===== config.mk =====
export PLATFORM = sky130hd
export DESIGN_NAME = terminal_line_editor
export DESIGN_NICKNAME = d
export VERILOG_FILES = /design/src/rtl/tle_pkg.sv /design/src/rtl/terminal_line_editor.sv /design/src/rtl/tle_ram.sv /design/src/rtl/tle_datapath.sv /design/src/rtl/tle_ctrl.sv
export SDC_FILE = /design/constraint.sdc
export NUM_CORES = 1
export LEC_CHECK = 0
export BUFFER_PORTS_ARGS = -buffer_cell sky130_fd_sc_hd__buf_4
export CAP_MARGIN = 20
export CORE_MARGIN = 3
export CORE_UTILIZATION = 38
export CTS_CLUSTER_SIZE = 25
export DETAILED_ROUTE_END_ITERATION = 12
export PLACE_DENSITY = 0.67
export REMOVE_ABC_BUFFERS = 1
export SLEW_MARGIN = 20
export SYNTH_ARGS = -nofsm -noshare
export SYNTH_HDL_FRONTEND = slang
export SYNTH_HIERARCHICAL = 1
export SYNTH_SLANG_ARGS = --single-unit

===== constraint.sdc =====
create_clock -name clk -period 3.9 [get_ports clk]
set_input_delay 0.195 -clock clk [delete_from_list [all_inputs] [get_ports clk]]
set_output_delay 0.195 -clock clk [all_outputs]
set_load 0.05 [all_outputs]

===== src/rtl/tle_pkg.sv =====
// ----------------------------------------------------------------------------
// tle_pkg
// Shared types, constants and echo string table of the terminal line editor.
// ----------------------------------------------------------------------------
package tle_pkg;

    localparam int DATA_W    = 8;
    localparam int KIND_W    = 2;
    localparam int CFG_IDX_W = 3;
    localparam int CFG_W     = 32;
    localparam int LIMIT_W   = 6;
    localparam int STR_IDX_W = 3;

    localparam logic OP_START = 1'b0;
    localparam logic OP_CHAR  = 1'b1;

    localparam logic [KIND_W-1:0] KIND_ECHO   = 2'd0;
    localparam logic [KIND_W-1:0] KIND_LINE   = 2'd1;
    localparam logic [KIND_W-1:0] KIND_PROMPT = 2'd2;

    localparam logic [CFG_IDX_W-1:0] CFG_FILTER_OFF    = 3'd0;
    localparam logic [CFG_IDX_W-1:0] CFG_ECHO_OFF      = 3'd1;
    localparam logic [CFG_IDX_W-1:0] CFG_TERM_ECHO_OFF = 3'd2;
    localparam logic [CFG_IDX_W-1:0] CFG_TERM_MASK     = 3'd3;
    localparam logic [CFG_IDX_W-1:0] CFG_LINE_LIMIT    = 3'd4;

    localparam logic [CFG_W-1:0]   TERM_MASK_RST  = 32'hFEC0_F8FF;
    localparam logic [LIMIT_W-1:0] LINE_LIMIT_RST = 6'd32;

    localparam logic [DATA_W-1:0] CH_BS     = 8'h08;
    localparam logic [DATA_W-1:0] CH_TAB    = 8'h09;
    localparam logic [DATA_W-1:0] CH_LF     = 8'h0A;
    localparam logic [DATA_W-1:0] CH_CR     = 8'h0D;
    localparam logic [DATA_W-1:0] CH_CTRL_R = 8'h12;
    localparam logic [DATA_W-1:0] CH_CTRL_U = 8'h15;
    localparam logic [DATA_W-1:0] CH_CTRL_X = 8'h18;
    localparam logic [DATA_W-1:0] CH_ESC    = 8'h1B;
    localparam logic [DATA_W-1:0] CH_SPACE  = 8'h20;
    localparam logic [DATA_W-1:0] CH_DOLLAR = 8'h24;
    localparam logic [DATA_W-1:0] CH_CARET  = 8'h5E;
    localparam logic [DATA_W-1:0] CH_R      = 8'h52;
    localparam logic [DATA_W-1:0] CH_U      = 8'h55;
    localparam logic [DATA_W-1:0] CH_X      = 8'h58;
    localparam logic [DATA_W-1:0] CH_DEL    = 8'h7F;
    localparam logic [DATA_W-1:0] PRINT_MASK = 8'h60;
    localparam logic [DATA_W-1:0] LOW7_MASK  = 8'h7F;

    typedef struct packed {
        logic              opcode;
        logic [DATA_W-1:0] data;
    } in_item_t;

    typedef struct packed {
        logic [KIND_W-1:0] kind;
        logic [DATA_W-1:0] out_byte;
        logic              last;
    } out_item_t;

    typedef enum logic [2:0] {
        STR_NONE,
        STR_CRLF,
        STR_DOLLAR,
        STR_KILL_U,
        STR_KILL_X,
        STR_REDRAW,
        STR_ERASE
    } str_sel_t;

    typedef enum logic [1:0] {
        SRC_STR,
        SRC_ZERO,
        SRC_CHAR,
        SRC_RAM
    } out_src_t;

    typedef enum logic [2:0] {
        ST_IDLE,
        ST_DECODE,
        ST_STR,
        ST_PROMPT,
        ST_ECHO,
        ST_DUMP_RD,
        ST_DUMP_OUT
    } state_t;

    typedef struct packed {
        logic              take_item;
        logic              store;
        logic              clr_count;
        logic              dec_count;
        logic              dump_start;
        logic              dump_rd;
        logic              dump_adv;
        logic              out_load;
        out_src_t          out_src;
        logic [KIND_W-1:0] out_kind;
        logic              out_last;
        logic [DATA_W-1:0] str_byte;
    } dp_cmd_t;

    typedef struct packed {
        logic opcode;
        logic is_term;
        logic is_cr;
        logic is_esc;
        logic is_kill_u;
        logic is_kill_x;
        logic is_erase;
        logic is_redraw;
        logic echo_ok;
        logic echo_off;
        logic term_sup;
        logic cnt_zero;
        logic limit_hit;
        logic dump_last;
        logic out_free;
    } dp_stat_t;

    function automatic logic [STR_IDX_W-1:0] str_len(input str_sel_t sel);
        logic [STR_IDX_W-1:0] len;
        case (sel)
            STR_CRLF:   len = 3'd2;
            STR_DOLLAR: len = 3'd1;
            STR_KILL_U: len = 3'd5;
            STR_KILL_X: len = 3'd5;
            STR_REDRAW: len = 3'd5;
            STR_ERASE:  len = 3'd3;
            default:    len = 3'd0;
        endcase
        return len;
    endfunction

    function automatic logic [DATA_W-1:0] str_byte(input str_sel_t sel,
                                                   input logic [STR_IDX_W-1:0] idx);
        logic [DATA_W-1:0] letter;
        logic [DATA_W-1:0] b;
        case (sel)
            STR_KILL_X: letter = CH_X;
            STR_REDRAW: letter = CH_R;
            default:    letter = CH_U;
        endcase
        b = '0;
        case (sel)
            STR_CRLF:   b = (idx == 3'd0) ? CH_CR : CH_LF;
            STR_DOLLAR: b = CH_DOLLAR;
            STR_ERASE:  b = (idx == 3'd1) ? CH_SPACE : CH_BS;
            STR_KILL_U, STR_KILL_X, STR_REDRAW:
            begin
                case (idx)
                    3'd0:    b = CH_SPACE;
                    3'd1:    b = CH_CARET;
                    3'd2:    b = letter;
                    3'd3:    b = CH_CR;
                    default: b = CH_LF;
                endcase
            end
            default:    b = '0;
        endcase
        return b;
    endfunction

endpackage


===== src/rtl/terminal_line_editor.sv =====
// ----------------------------------------------------------------------------
// terminal_line_editor
// Canonical line editing of one terminal input line, one character a word.
//
// Input channel (in_valid, in_stall, in_data): a start word clears the line
// and yields a prompt request; a character word is stored, erased, echoed or
// ends the line. Output channel (out_valid, out_stall, out_data) carries echo
// bytes, prompt requests and the bytes of a completed line; last marks the
// final output word of each input word.
// Each input word is taken in the idle state and decoded in the decode state,
// then each echo or prompt word is loaded from its own state, and each stored
// byte replayed from the line RAM (one registered read port) passes a read
// state and an output state; in_stall stays high until the last output
// word of the current input word is loaded into the output register.
// A stalled receiver holds the output register and the sequencer waits.
// Reset clears the configuration to its defaults and the character count;
// the line RAM needs no clearing. Write cfg_we/cfg_index/cfg_data only while
// the block is idle.
// ----------------------------------------------------------------------------
module terminal_line_editor #(
    parameter int LINE_DEPTH = 32
) (
    input  logic                           clk,
    input  logic                           rst_n,
    input  logic                           cfg_we,
    input  logic [tle_pkg::CFG_IDX_W-1:0]  cfg_index,
    input  logic [tle_pkg::CFG_W-1:0]      cfg_data,
    input  logic                           in_valid,
    output logic                           in_stall,
    input  tle_pkg::in_item_t              in_data,
    output logic                           out_valid,
    input  logic                           out_stall,
    output tle_pkg::out_item_t             out_data
);

    tle_pkg::dp_cmd_t  cmd;
    tle_pkg::dp_stat_t stat;

    tle_ctrl u_ctrl (
        .clk      (clk),
        .rst_n    (rst_n),
        .in_valid (in_valid),
        .busy     (in_stall),
        .stat     (stat),
        .cmd      (cmd)
    );

    tle_datapath #(
        .LINE_DEPTH (LINE_DEPTH)
    ) u_datapath (
        .clk       (clk),
        .rst_n     (rst_n),
        .cfg_we    (cfg_we),
        .cfg_index (cfg_index),
        .cfg_data  (cfg_data),
        .in_data   (in_data),
        .cmd       (cmd),
        .stat      (stat),
        .out_valid (out_valid),
        .out_stall (out_stall),
        .out_data  (out_data)
    );

endmodule


===== src/rtl/tle_ram.sv =====
// ----------------------------------------------------------------------------
// tle_ram
// Generic single write port RAM with one registered read port.
// ----------------------------------------------------------------------------
module tle_ram #(
    parameter int WIDTH = 8,
    parameter int DEPTH = 32
) (
    input  logic                     clk,
    input  logic                     we,
    input  logic [$clog2(DEPTH)-1:0] waddr,
    input  logic [WIDTH-1:0]         wdata,
    input  logic                     re,
    input  logic [$clog2(DEPTH)-1:0] raddr,
    output logic [WIDTH-1:0]         rdata
);

    logic [WIDTH-1:0] mem [DEPTH];
    logic [WIDTH-1:0] rdata_reg;

    always_ff @(posedge clk)
    begin
        if (we)
        begin
            mem[waddr] <= wdata;
        end
        if (re)
        begin
            rdata_reg <= mem[raddr];
        end
    end

    assign rdata = rdata_reg;

endmodule


===== src/rtl/tle_datapath.sv =====
// ----------------------------------------------------------------------------
// tle_datapath
// Configuration, item latch, character classes, line store, count and
// output register of the terminal line editor.
// ----------------------------------------------------------------------------
module tle_datapath #(
    parameter int LINE_DEPTH = 32
) (
    input  logic                           clk,
    input  logic                           rst_n,
    input  logic                           cfg_we,
    input  logic [tle_pkg::CFG_IDX_W-1:0]  cfg_index,
    input  logic [tle_pkg::CFG_W-1:0]      cfg_data,
    input  tle_pkg::in_item_t              in_data,
    input  tle_pkg::dp_cmd_t               cmd,
    output tle_pkg::dp_stat_t              stat,
    output logic                           out_valid,
    input  logic                           out_stall,
    output tle_pkg::out_item_t             out_data
);

    localparam int AW    = $clog2(LINE_DEPTH);
    localparam int CW    = $clog2(LINE_DEPTH + 1);
    localparam int CMP_W = ((CW > tle_pkg::LIMIT_W) ? CW : tle_pkg::LIMIT_W) + 1;

    logic                          filter_off_reg;
    logic                          echo_off_reg;
    logic                          term_echo_off_reg;
    logic [tle_pkg::CFG_W-1:0]     term_mask_reg;
    logic [tle_pkg::LIMIT_W-1:0]   line_limit_reg;

    logic                          opcode_reg;
    logic [tle_pkg::DATA_W-1:0]    char_reg;
    logic [CW-1:0]                 count_reg;
    logic [CW-1:0]                 count_next;
    logic [AW-1:0]                 idx_reg;
    logic [AW-1:0]                 idx_next;
    logic                          out_valid_reg;
    tle_pkg::out_item_t            out_data_reg;

    logic [tle_pkg::DATA_W-1:0]    c;
    logic                          is_ctl;
    logic                          is_term;
    logic                          is_cr;
    logic [tle_pkg::DATA_W-1:0]    store_byte;
    logic [tle_pkg::DATA_W-1:0]    ram_rdata;
    logic [CMP_W-1:0]              eff_limit;
    logic [CMP_W-1:0]              count_inc;
    logic [tle_pkg::DATA_W-1:0]    out_byte_sel;

    always_ff @(posedge clk or negedge rst_n)
    begin
        if (!rst_n)
        begin
            filter_off_reg    <= 1'b0;
            echo_off_reg      <= 1'b0;
            term_echo_off_reg <= 1'b0;
            term_mask_reg     <= tle_pkg::TERM_MASK_RST;
            line_limit_reg    <= tle_pkg::LINE_LIMIT_RST;
        end
        else if (cfg_we)
        begin
            case (cfg_index)
                tle_pkg::CFG_FILTER_OFF:    filter_off_reg    <= cfg_data[0];
                tle_pkg::CFG_ECHO_OFF:      echo_off_reg      <= cfg_data[0];
                tle_pkg::CFG_TERM_ECHO_OFF: term_echo_off_reg <= cfg_data[0];
                tle_pkg::CFG_TERM_MASK:     term_mask_reg     <= cfg_data;
                tle_pkg::CFG_LINE_LIMIT:
                    line_limit_reg <= cfg_data[tle_pkg::LIMIT_W-1:0];
                default:                    ;
            endcase
        end
    end

    always_ff @(posedge clk)
    begin
        if (cmd.take_item)
        begin
            opcode_reg <= in_data.opcode;
            char_reg   <= in_data.data;
        end
        if (cmd.out_load)
        begin
            out_data_reg.kind     <= cmd.out_kind;
            out_data_reg.out_byte <= out_byte_sel;
            out_data_reg.last     <= cmd.out_last;
        end
    end

    always_ff @(posedge clk or negedge rst_n)
    begin
        if (!rst_n)
        begin
            count_reg     <= '0;
            idx_reg       <= '0;
            out_valid_reg <= 1'b0;
        end
        else
        begin
            count_reg <= count_next;
            idx_reg   <= idx_next;
            if (cmd.out_load)
            begin
                out_valid_reg <= 1'b1;
            end
            else if (!out_stall)
            begin
                out_valid_reg <= 1'b0;
            end
        end
    end

    always_comb
    begin
        count_next = count_reg;
        if (cmd.clr_count)
        begin
            count_next = '0;
        end
        else if (cmd.store)
        begin
            count_next = count_reg + CW'(1);
        end
        else if (cmd.dec_count)
        begin
            count_next = count_reg - CW'(1);
        end
    end

    always_comb
    begin
        idx_next = idx_reg;
        if (cmd.dump_start)
        begin
            idx_next = '0;
        end
        else if (cmd.dump_adv)
        begin
            idx_next = idx_reg + AW'(1);
        end
    end

    assign c          = char_reg;
    assign is_ctl     = (c[7:5] == 3'b000);
    assign is_term    = is_ctl && term_mask_reg[c[4:0]];
    assign is_cr      = (c == tle_pkg::CH_CR);
    assign store_byte = (is_cr && is_term && !filter_off_reg) ? tle_pkg::CH_LF : c;

    always_comb
    begin
        if (line_limit_reg == '0)
        begin
            eff_limit = CMP_W'(1);
        end
        else if (CMP_W'(line_limit_reg) > CMP_W'(LINE_DEPTH))
        begin
            eff_limit = CMP_W'(LINE_DEPTH);
        end
        else
        begin
            eff_limit = CMP_W'(line_limit_reg);
        end
    end

    assign count_inc = CMP_W'(count_reg) + CMP_W'(1);

    always_comb
    begin
        stat.opcode    = opcode_reg;
        stat.is_term   = is_term;
        stat.is_cr     = is_cr;
        stat.is_esc    = (c == tle_pkg::CH_ESC);
        stat.is_kill_u = !filter_off_reg && (c == tle_pkg::CH_CTRL_U);
        stat.is_kill_x = !filter_off_reg && (c == tle_pkg::CH_CTRL_X);
        stat.is_erase  = !filter_off_reg && ((c == tle_pkg::CH_DEL) || (c == tle_pkg::CH_BS));
        stat.is_redraw = !filter_off_reg && (c == tle_pkg::CH_CTRL_R);
        stat.echo_ok   = !echo_off_reg
                         && ((((c & tle_pkg::PRINT_MASK) != '0)
                              && ((c & tle_pkg::LOW7_MASK) != tle_pkg::LOW7_MASK))
                             || (c == tle_pkg::CH_TAB));
        stat.echo_off  = echo_off_reg;
        stat.term_sup  = echo_off_reg || term_echo_off_reg;
        stat.cnt_zero  = (count_reg == '0);
        stat.limit_hit = (count_inc >= eff_limit);
        stat.dump_last = ((CW'(idx_reg) + CW'(1)) == count_reg);
        stat.out_free  = !out_valid_reg || !out_stall;
    end

    always_comb
    begin
        case (cmd.out_src)
            tle_pkg::SRC_STR:  out_byte_sel = cmd.str_byte;
            tle_pkg::SRC_CHAR: out_byte_sel = c;
            tle_pkg::SRC_RAM:  out_byte_sel = ram_rdata;
            default:           out_byte_sel = '0;
        endcase
    end

    tle_ram #(
        .WIDTH (tle_pkg::DATA_W),
        .DEPTH (LINE_DEPTH)
    ) u_line_ram (
        .clk   (clk),
        .we    (cmd.store),
        .waddr (count_reg[AW-1:0]),
        .wdata (store_byte),
        .re    (cmd.dump_rd),
        .raddr (idx_reg),
        .rdata (ram_rdata)
    );

    assign out_valid = out_valid_reg;
    assign out_data  = out_data_reg;

endmodule


===== src/rtl/tle_ctrl.sv =====
// ----------------------------------------------------------------------------
// tle_ctrl
// Sequencer of the terminal line editor: decodes one item into a plan and
// steps through echo string, prompt, echo byte and line dump.
// ----------------------------------------------------------------------------
module tle_ctrl (
    input  logic               clk,
    input  logic               rst_n,
    input  logic               in_valid,
    output logic               busy,
    input  tle_pkg::dp_stat_t  stat,
    output tle_pkg::dp_cmd_t   cmd
);

    tle_pkg::state_t                    state_reg;
    tle_pkg::state_t                    state_next;
    tle_pkg::str_sel_t                  str_sel_reg;
    tle_pkg::str_sel_t                  str_sel_next;
    logic [tle_pkg::STR_IDX_W-1:0]      str_idx_reg;
    logic [tle_pkg::STR_IDX_W-1:0]      str_idx_next;
    logic                               prompt_reg;
    logic                               prompt_next;
    logic                               echo_reg;
    logic                               echo_next;
    logic                               dump_reg;
    logic                               dump_next;
    logic                               dump_line_reg;
    logic                               dump_line_next;
    logic                               str_end;

    function automatic tle_pkg::state_t after_str(input logic pr, input logic ec,
                                                  input logic dp);
        tle_pkg::state_t s;
        if (pr)
        begin
            s = tle_pkg::ST_PROMPT;
        end
        else if (ec)
        begin
            s = tle_pkg::ST_ECHO;
        end
        else if (dp)
        begin
            s = tle_pkg::ST_DUMP_RD;
        end
        else
        begin
            s = tle_pkg::ST_IDLE;
        end
        return s;
    endfunction

    always_ff @(posedge clk or negedge rst_n)
    begin
        if (!rst_n)
        begin
            state_reg     <= tle_pkg::ST_IDLE;
            str_sel_reg   <= tle_pkg::STR_NONE;
            str_idx_reg   <= '0;
            prompt_reg    <= 1'b0;
            echo_reg      <= 1'b0;
            dump_reg      <= 1'b0;
            dump_line_reg <= 1'b0;
        end
        else
        begin
            state_reg     <= state_next;
            str_sel_reg   <= str_sel_next;
            str_idx_reg   <= str_idx_next;
            prompt_reg    <= prompt_next;
            echo_reg      <= echo_next;
            dump_reg      <= dump_next;
            dump_line_reg <= dump_line_next;
        end
    end

    assign str_end = (str_idx_reg == (tle_pkg::str_len(str_sel_reg)
                                      - tle_pkg::STR_IDX_W'(1)));

    always_comb
    begin
        state_next     = state_reg;
        str_sel_next   = str_sel_reg;
        str_idx_next   = str_idx_reg;
        prompt_next    = prompt_reg;
        echo_next      = echo_reg;
        dump_next      = dump_reg;
        dump_line_next = dump_line_reg;
        busy           = 1'b1;
        cmd            = '0;
        cmd.out_src    = tle_pkg::SRC_ZERO;
        cmd.out_kind   = tle_pkg::KIND_ECHO;
        cmd.str_byte   = tle_pkg::str_byte(str_sel_reg, str_idx_reg);

        case (state_reg)
            tle_pkg::ST_IDLE:
            begin
                busy = 1'b0;
                if (in_valid)
                begin
                    cmd.take_item = 1'b1;
                    state_next    = tle_pkg::ST_DECODE;
                end
            end

            tle_pkg::ST_DECODE:
            begin
                str_sel_next   = tle_pkg::STR_NONE;
                str_idx_next   = '0;
                prompt_next    = 1'b0;
                echo_next      = 1'b0;
                dump_next      = 1'b0;
                dump_line_next = 1'b0;
                cmd.dump_start = 1'b1;
                if (stat.opcode == tle_pkg::OP_START)
                begin
                    cmd.clr_count = 1'b1;
                    prompt_next   = 1'b1;
                end
                else if (stat.is_term)
                begin
                    if (stat.is_cr && !stat.term_sup)
                    begin
                        str_sel_next = tle_pkg::STR_CRLF;
                    end
                    else if (stat.is_esc && !stat.term_sup)
                    begin
                        str_sel_next = tle_pkg::STR_DOLLAR;
                    end
                    cmd.store      = 1'b1;
                    dump_next      = 1'b1;
                    dump_line_next = 1'b1;
                end
                else if (stat.is_kill_u || stat.is_kill_x)
                begin
                    if (!stat.echo_off)
                    begin
                        str_sel_next = stat.is_kill_u ? tle_pkg::STR_KILL_U
                                                      : tle_pkg::STR_KILL_X;
                    end
                    prompt_next   = 1'b1;
                    cmd.clr_count = 1'b1;
                end
                else if (stat.is_erase)
                begin
                    if (!stat.cnt_zero)
                    begin
                        cmd.dec_count = 1'b1;
                        if (!stat.echo_off)
                        begin
                            str_sel_next = tle_pkg::STR_ERASE;
                        end
                    end
                end
                else if (stat.is_redraw)
                begin
                    if (!stat.echo_off)
                    begin
                        str_sel_next = tle_pkg::STR_REDRAW;
                        prompt_next  = 1'b1;
                        dump_next    = !stat.cnt_zero;
                    end
                end
                else
                begin
                    echo_next      = stat.echo_ok;
                    cmd.store      = 1'b1;
                    dump_next      = stat.limit_hit;
                    dump_line_next = 1'b1;
                end

                if (str_sel_next != tle_pkg::STR_NONE)
                begin
                    state_next = tle_pkg::ST_STR;
                end
                else
                begin
                    state_next = after_str(prompt_next, echo_next, dump_next);
                end
            end

            tle_pkg::ST_STR:
            begin
                if (stat.out_free)
                begin
                    cmd.out_load = 1'b1;
                    cmd.out_src  = tle_pkg::SRC_STR;
                    cmd.out_kind = tle_pkg::KIND_ECHO;
                    cmd.out_last = str_end && !prompt_reg && !echo_reg && !dump_reg;
                    if (str_end)
                    begin
                        str_idx_next = '0;
                        state_next   = after_str(prompt_reg, echo_reg, dump_reg);
                    end
                    else
                    begin
                        str_idx_next = str_idx_reg + tle_pkg::STR_IDX_W'(1);
                    end
                end
            end

            tle_pkg::ST_PROMPT:
            begin
                if (stat.out_free)
                begin
                    cmd.out_load = 1'b1;
                    cmd.out_src  = tle_pkg::SRC_ZERO;
                    cmd.out_kind = tle_pkg::KIND_PROMPT;
                    cmd.out_last = !echo_reg && !dump_reg;
                    state_next   = after_str(1'b0, echo_reg, dump_reg);
                end
            end

            tle_pkg::ST_ECHO:
            begin
                if (stat.out_free)
                begin
                    cmd.out_load = 1'b1;
                    cmd.out_src  = tle_pkg::SRC_CHAR;
                    cmd.out_kind = tle_pkg::KIND_ECHO;
                    cmd.out_last = !dump_reg;
                    state_next   = after_str(1'b0, 1'b0, dump_reg);
                end
            end

            tle_pkg::ST_DUMP_RD:
            begin
                cmd.dump_rd = 1'b1;
                state_next  = tle_pkg::ST_DUMP_OUT;
            end

            tle_pkg::ST_DUMP_OUT:
            begin
                if (stat.out_free)
                begin
                    cmd.out_load = 1'b1;
                    cmd.out_src  = tle_pkg::SRC_RAM;
                    cmd.out_kind = dump_line_reg ? tle_pkg::KIND_LINE : tle_pkg::KIND_ECHO;
                    cmd.out_last = stat.dump_last;
                    if (stat.dump_last)
                    begin
                        cmd.clr_count = dump_line_reg;
                        state_next    = tle_pkg::ST_IDLE;
                    end
                    else
                    begin
                        cmd.dump_adv = 1'b1;
                        state_next   = tle_pkg::ST_DUMP_RD;
                    end
                end
            end

            default:
            begin
                state_next = tle_pkg::ST_IDLE;
            end
        endcase
    end

endmodule


After elaboration in Yosys (flattened, before gate mapping)

Memories as Yosys holds them, arrays and structs flattened. A register that Yosys moved wholly into a read port is not among the register bits.
Cells that the tools add are included.

Register bits after elaboration: 86
Memory bits (writable): 256
Bits of input ports: 49
Output and inout port bits: 13
Word-level logic and storage cells: 220
Memories kept: 1

Add/sub/neg operators: 7
Order comparisons: 3
Equality and inequality tests: 39
Mux-type cells: 101
Reduce and logical (&&, ||, !) cells: 49

Memories:

| memory                    | words | width | rd ports | clocked after memory_dff | write ports | RTL line      | source |
|---|---|---|---|---|---|---|---|
| u_datapath.u_line_ram.mem | 32    | 8     | 1        | 1                        | 1           | tle_ram.sv:18 | `logic [WIDTH-1:0] mem [DEPTH];` |

Operators by type and width:

| cell                                                                  | count |
|---|---|
| 3-bit 2-to-1 mux                                                      | 29 |
| 6-bit 2-to-1 mux                                                      | 8 |
| 1-bit 2-to-1 mux                                                      | 46 |
| 8-bit by 5-bit equality test with 1-bit output, second input constant | 4 |
| 8-bit case mux with 4 select lines                                    | 1 |
| 7-bit case mux with 4 select lines                                    | 1 |
| 3-bit by 2-bit equality test with 1-bit output, second input constant | 8 |
| 8-bit by 4-bit equality test with 1-bit output, second input constant | 3 |
| 6-bit case mux with 4 select lines                                    | 1 |
| 8-bit case mux with 3 select lines                                    | 1 |
| 3-bit equality test, second input constant                            | 7 |
| 3-bit case mux with 7 select lines                                    | 1 |
| 1-bit logical AND                                                     | 15 |
| 7-bit 2-to-1 mux                                                      | 2 |
| 3-bit by 1-bit equality test with 1-bit output, second input constant | 4 |
| 3-bit logical NOT                                                     | 4 |
| 6-bit logical NOT                                                     | 2 |
| 3-bit case mux with 4 select lines                                    | 1 |
| 2-bit AND reduction                                                   | 6 |
| 5-bit 2-to-1 mux                                                      | 2 |
| 2-bit inequality test, second input constant                          | 5 |
| 1-bit logical NOT                                                     | 9 |
| 8-bit by 7-bit equality test with 1-bit output, second input constant | 1 |
| 8-bit 2-to-1 mux                                                      | 1 |
| other kinds (27)                                                      | 37 |

Logic depth before layout (Yosys ltp)

Depth after elaboration: 15
Mapped depth: 18
Mapped depth without buffers: 14

Cells and area by module

The synthesis kept the hierarchy.

Modules (own cells, without submodules):

| module       | times used | cells each | area each (um^2) | seq. area each (um^2) |
|---|---|---|---|---|
| tle_ram      | 1          | 417        | 10,133.5         | 7,927.6 |
| tle_datapath | 1          | 313        | 3,886.2          | 1,955.6 |
| tle_ctrl     | 1          | 196        | 1,554.0          | 325.3 |

Worst setup path after synthesis

No wires, ideal clock.

Path type: register to register
From: register u_datapath.char_reg, in the netlist u_datapath/c[0]
To: register u_datapath.count_reg[4]
Arrival time: 3.836 ns
Data required time: 3.822 ns
Slack: -0.014 ns
Cell stages (with the launch flop): 19
Cells stage by stage: edfxtp_1 -> buf_2 -> buf_2 -> mux4_2 -> nand3_1 -> o21ai_0 -> a311oi_1 -> nor4_1 -> buf_4 -> buf_2 -> nor2_1 -> nor2_1 -> inv_1 -> ha_1 -> nor2b_1 -> o21a_1 -> o21ai_0 -> or3b_2 -> a21oi_1

RTL lines:

| what                   | RTL line            | source |
|---|---|---|
| start, declared        | tle_datapath.sv:33  | `logic [tle_pkg::DATA_W-1:0] char_reg;` |
| start signal, assigned | tle_datapath.sv:80  | `char_reg <= in_data.data;` |
| end signal, assigned   | tle_datapath.sv:100 | `count_reg <= count_next;` |
| end, declared          | tle_datapath.sv:34  | `logic [CW-1:0] count_reg;` |

==> impl_metrics.yaml <==
outcome:
  status: "finished clean"
grt:
  antenna_found_initial: 0
  grt_pass1_vias: 9065
  gr-total-overflow: 0
  grt_pass1_wl_microns: 53800
  grt_max_degree: 67
  grt_use_total_pct: 15.9
critical_path:
  r2r_setup_slack_ns: 0.30
  reg2reg_from: "u_datapath/c[0]"
  startpoint_type: "register"
  critical_path_class: "reg2reg"
  path_max_fanout: 12
  cp.arrival_ns: 4.03
  rr_endpoint: "u_datapath/count_reg[4]"
  cp.required_ns: 4.34
  r2r_cells: 14
  end_kind: "register"
route:
  wirelength_microns: 34500
  avgViaCountPerCell: 5.42
  ant_nets: 0
  vias: 8851
  firstDrtPassIters: 5
  drc: 0
  drtIter0Drc: 748
  avgRoutedWirePerCell_microns: 21.1
floorplanning:
  dieArea_sq_mm: 0.0434
  core_area_sq_mm: 0.0401
  num_rows: 73
  die_height_microns: 208
  ios: 62
  dieWidth_microns: 208
  start_util_pct: 38.8
finish:
  fillers: 3319
  diodes: 0
  nets: 1148
  final_layout_size_suffix_gt1_share_pct: 34.1
  largest_register_ffs: 256
  layout_common_cells: "284 x edfxtp_1, 125 x buf_4, 88 x mux4_2, 79 x nor2_1, 55 x mux2_2"
  area_delta_synth_final_pct: 18.9
  final_common_cell: "edfxtp_1"
  stdcell_count: 1632
timing:
  setup_viol_count_final: 0
  slew_headroom_pct: 33.4
  fin_skew_ns: 0.0134
  final_hold_viol_count: 0
  worst_pin_slew_ns: 0.990
  rsz0062_at_grt: "false"
  fmax_mhz: 278
  layout_worst_path_cycle_share_pct: 92.2
  fin_ws_ns: 0.302
  layout_min_cycle_time_ns: 3.60
  drv_slew: 0
synth:
  ys_async_sr_fraction_pct: 18.9
  ys_seq_area_share_pct: 65.5
  synth_seq_cells: 350
  yosys_warnings: 6
  synthCells: 926
  synth-edff-count: 284
  synth_area_per_cell_sq_um: 16.8
  synthesis.area_sq_mm: 0.0156
  synthFlopType: "edfxtp_1"
  synth_cell_types: 85
clocking:
  h-tree-depth: 2
  clock_latency_ns: 0.51
  cts-root-buf: "clkbuf_16"
  cts_tree: "built"
  cts_buffers: 37
  cts_sinks: 350
  post-cts-setup-buffer-count: 0
  clock_path_buffers: 3
  cts_resized: 0
  clk_pin_slew_ns: 0.06
place:
  place_congestion: 0.880
  dp_hpwl_microns: 22100
  io_buffers: 61
  placed_cells: 1523
  post-place-ws_ns: 0.316
pwr:
  seq_power_share_pct: 48.4
  p_clk_share_pct: 39.2
  p_comb_share_pct: 12.4
  p_leak_nw: 6.42
  swShare_pct: 23.3
  power.internal_w: 0.00688
  power.switching_w: 0.00209
  vdd_drop_max_v: 0.000233
  power_density_mw_per_mm2: 485
worst_hold_path:
  hold_end: "u_datapath/echo_off_reg"
  hp-start: "cfg_index[0]"
  hold_path.class: "in2reg"
  hold_depth: 3
run:
  timing.max_cap.violations: 0
-- layout make-up --
type / instances / area [sq um] / share of cell area [%]
Clock buffer: 46 / 981 / 5.30
Clock inverter: 21 / 245 / 1.32
Inverter: 16 / 60.1 / 0.324
Multi-Input combinational cell: 506 / 4980 / 26.9
Sequential cell: 350 / 10200 / 55.2
Tap cell: 525 / 657 / 3.55
Timing Repair Buffer: 168 / 1380 / 7.45
-- stage by stage --
stage / setup TNS, ns / utilization (%) / cell area, sq um / power, W / hold WS (ns)
3_3_place_gp: 0 / 42.1 / 16900 / 0.00549 / 0.349
4_1_cts: 0 / 46.2 / 18500 / 0.00907 / 0.0588
2_1_floorplan: -24.36 / - / 15300 / 0.00517 / -0.101
3_5_place_dp: 0 / 42.1 / 16900 / 0.00550 / 0.357
5_1_grt: 0 / 46.2 / 18500 / 0.00934 / 0.0756
6_report: 0 / 46.2 / 18500 / 0.00898 / 0.0751
-- worst max-delay path by stage --
stage / startpoint / slack, ns / end
final: u_datapath/c[0] / 0.30 / u_datapath/count_reg[4]
after global routing: u_datapath/c[0] / 0.003 / u_datapath/count_reg[4]
after CTS: u_datapath/c[0] / 0.30 / u_datapath/count_reg[4]
after detailed placement: u_datapath/c[0] / 0.32 / u_datapath/count_reg[4]
after global placement: u_datapath/c[0] / 0.41 / u_datapath/count_reg[4]
after floorplan: u_datapath/idx_reg[0] / -0.97 / u_datapath/idx_reg[4]
-- cell families after synthesis --
| logic type | after synthesis | synth area share, % |
|---|---|---|
| AOI/OAI and AO/OA | 98 | 4.77 |
| xor gates and xnor gates | 22 | 1.24 |
| adders and majority gates | 20 | 1.66 |
| buffers and inverters | 70 | 2.46 |
| DFF | 350 | 65.5 |
| muxes | 147 | 17.0 |
| other | 1 | 0.0241 |
| and+or+nand+nor | 218 | 7.34 |
-- Yosys cell counts, types with 5 or more instances --
cell type | number | area (sq um)
ha_1 | 19 | 238
nor4_1 | 5 | 31.3
nand3_1 | 12 | 60.1
nor2b_1 | 9 | 56.3
nand2b_1 | 11 | 68.8
edfxtp_1 | 284 | 8530
dfrtp_1 | 43 | 1080
or3_1 | 5 | 31.3
xor2_1 | 6 | 52.6
inv_1 | 15 | 56.3
a21oi_1 | 15 | 75.1
nor3_1 | 7 | 35.0
buf_4 | 12 | 90.1
a211oi_1 | 5 | 37.5
nand3b_1 | 8 | 60.1
buf_2 | 8 | 40.0
buf_1 | 8 | 30.0
o21ai_0 | 16 | 80.1
mux2_2 | 55 | 619
and3_1 | 10 | 62.6
clkbuf_1 | 17 | 63.8
a22o_1 | 9 | 78.8
buf_6 | 8 | 90.1
xnor2_1 | 16 | 140
mux4_2 | 88 | 1980
dfstp_2 | 23 | 604
o22ai_1 | 5 | 31.3
nor2_1 | 79 | 297
a21o_1 | 7 | 52.6
nand2_1 | 37 | 139
-- critical path, cell delays in order, from the launching register on --
cell      delay [ns]
edfxtp_1        0.45
buf_4           0.26
mux4_2          0.52
and2_1          0.17
a211oi_1        0.22
nor4_1          0.11
nor2_1          0.12
nor2_1          0.07
buf_4           0.18
fa_1            0.45
nor2b_1         0.18
o21a_1          0.15
nor3_1          0.04
or3b_2          0.44
a21oi_1         0.16
-- power by group through the flow --
stage	sequential (W)	clock (W)	combinational, W
finish	0.00435	0.00352	0.00111
global route	0.00436	0.00376	0.00121
CTS	0.00435	0.00360	0.00112
detailed placement	0.00442	0	0.00108
global placement	0.00443	0	0.00107
floorplan	0.00452	0	0.000644
-- repair_timing --
action                                  CTS  global route
hold buffers                             42             0
endpoints found under the setup margin    0             0
endpoints found under the hold margin    93             0
-- per-layer routing --
layer,up-vias,GRT usage (%),wire length (microns)
li1,3946,-,-
met1,4578,21.3,14800
met2,270,25.9,16700
met3,57,3.63,2070
met4,0,4.84,969
met5,-,0,0
No activity file was read; power rests on OpenSTA's default activity.
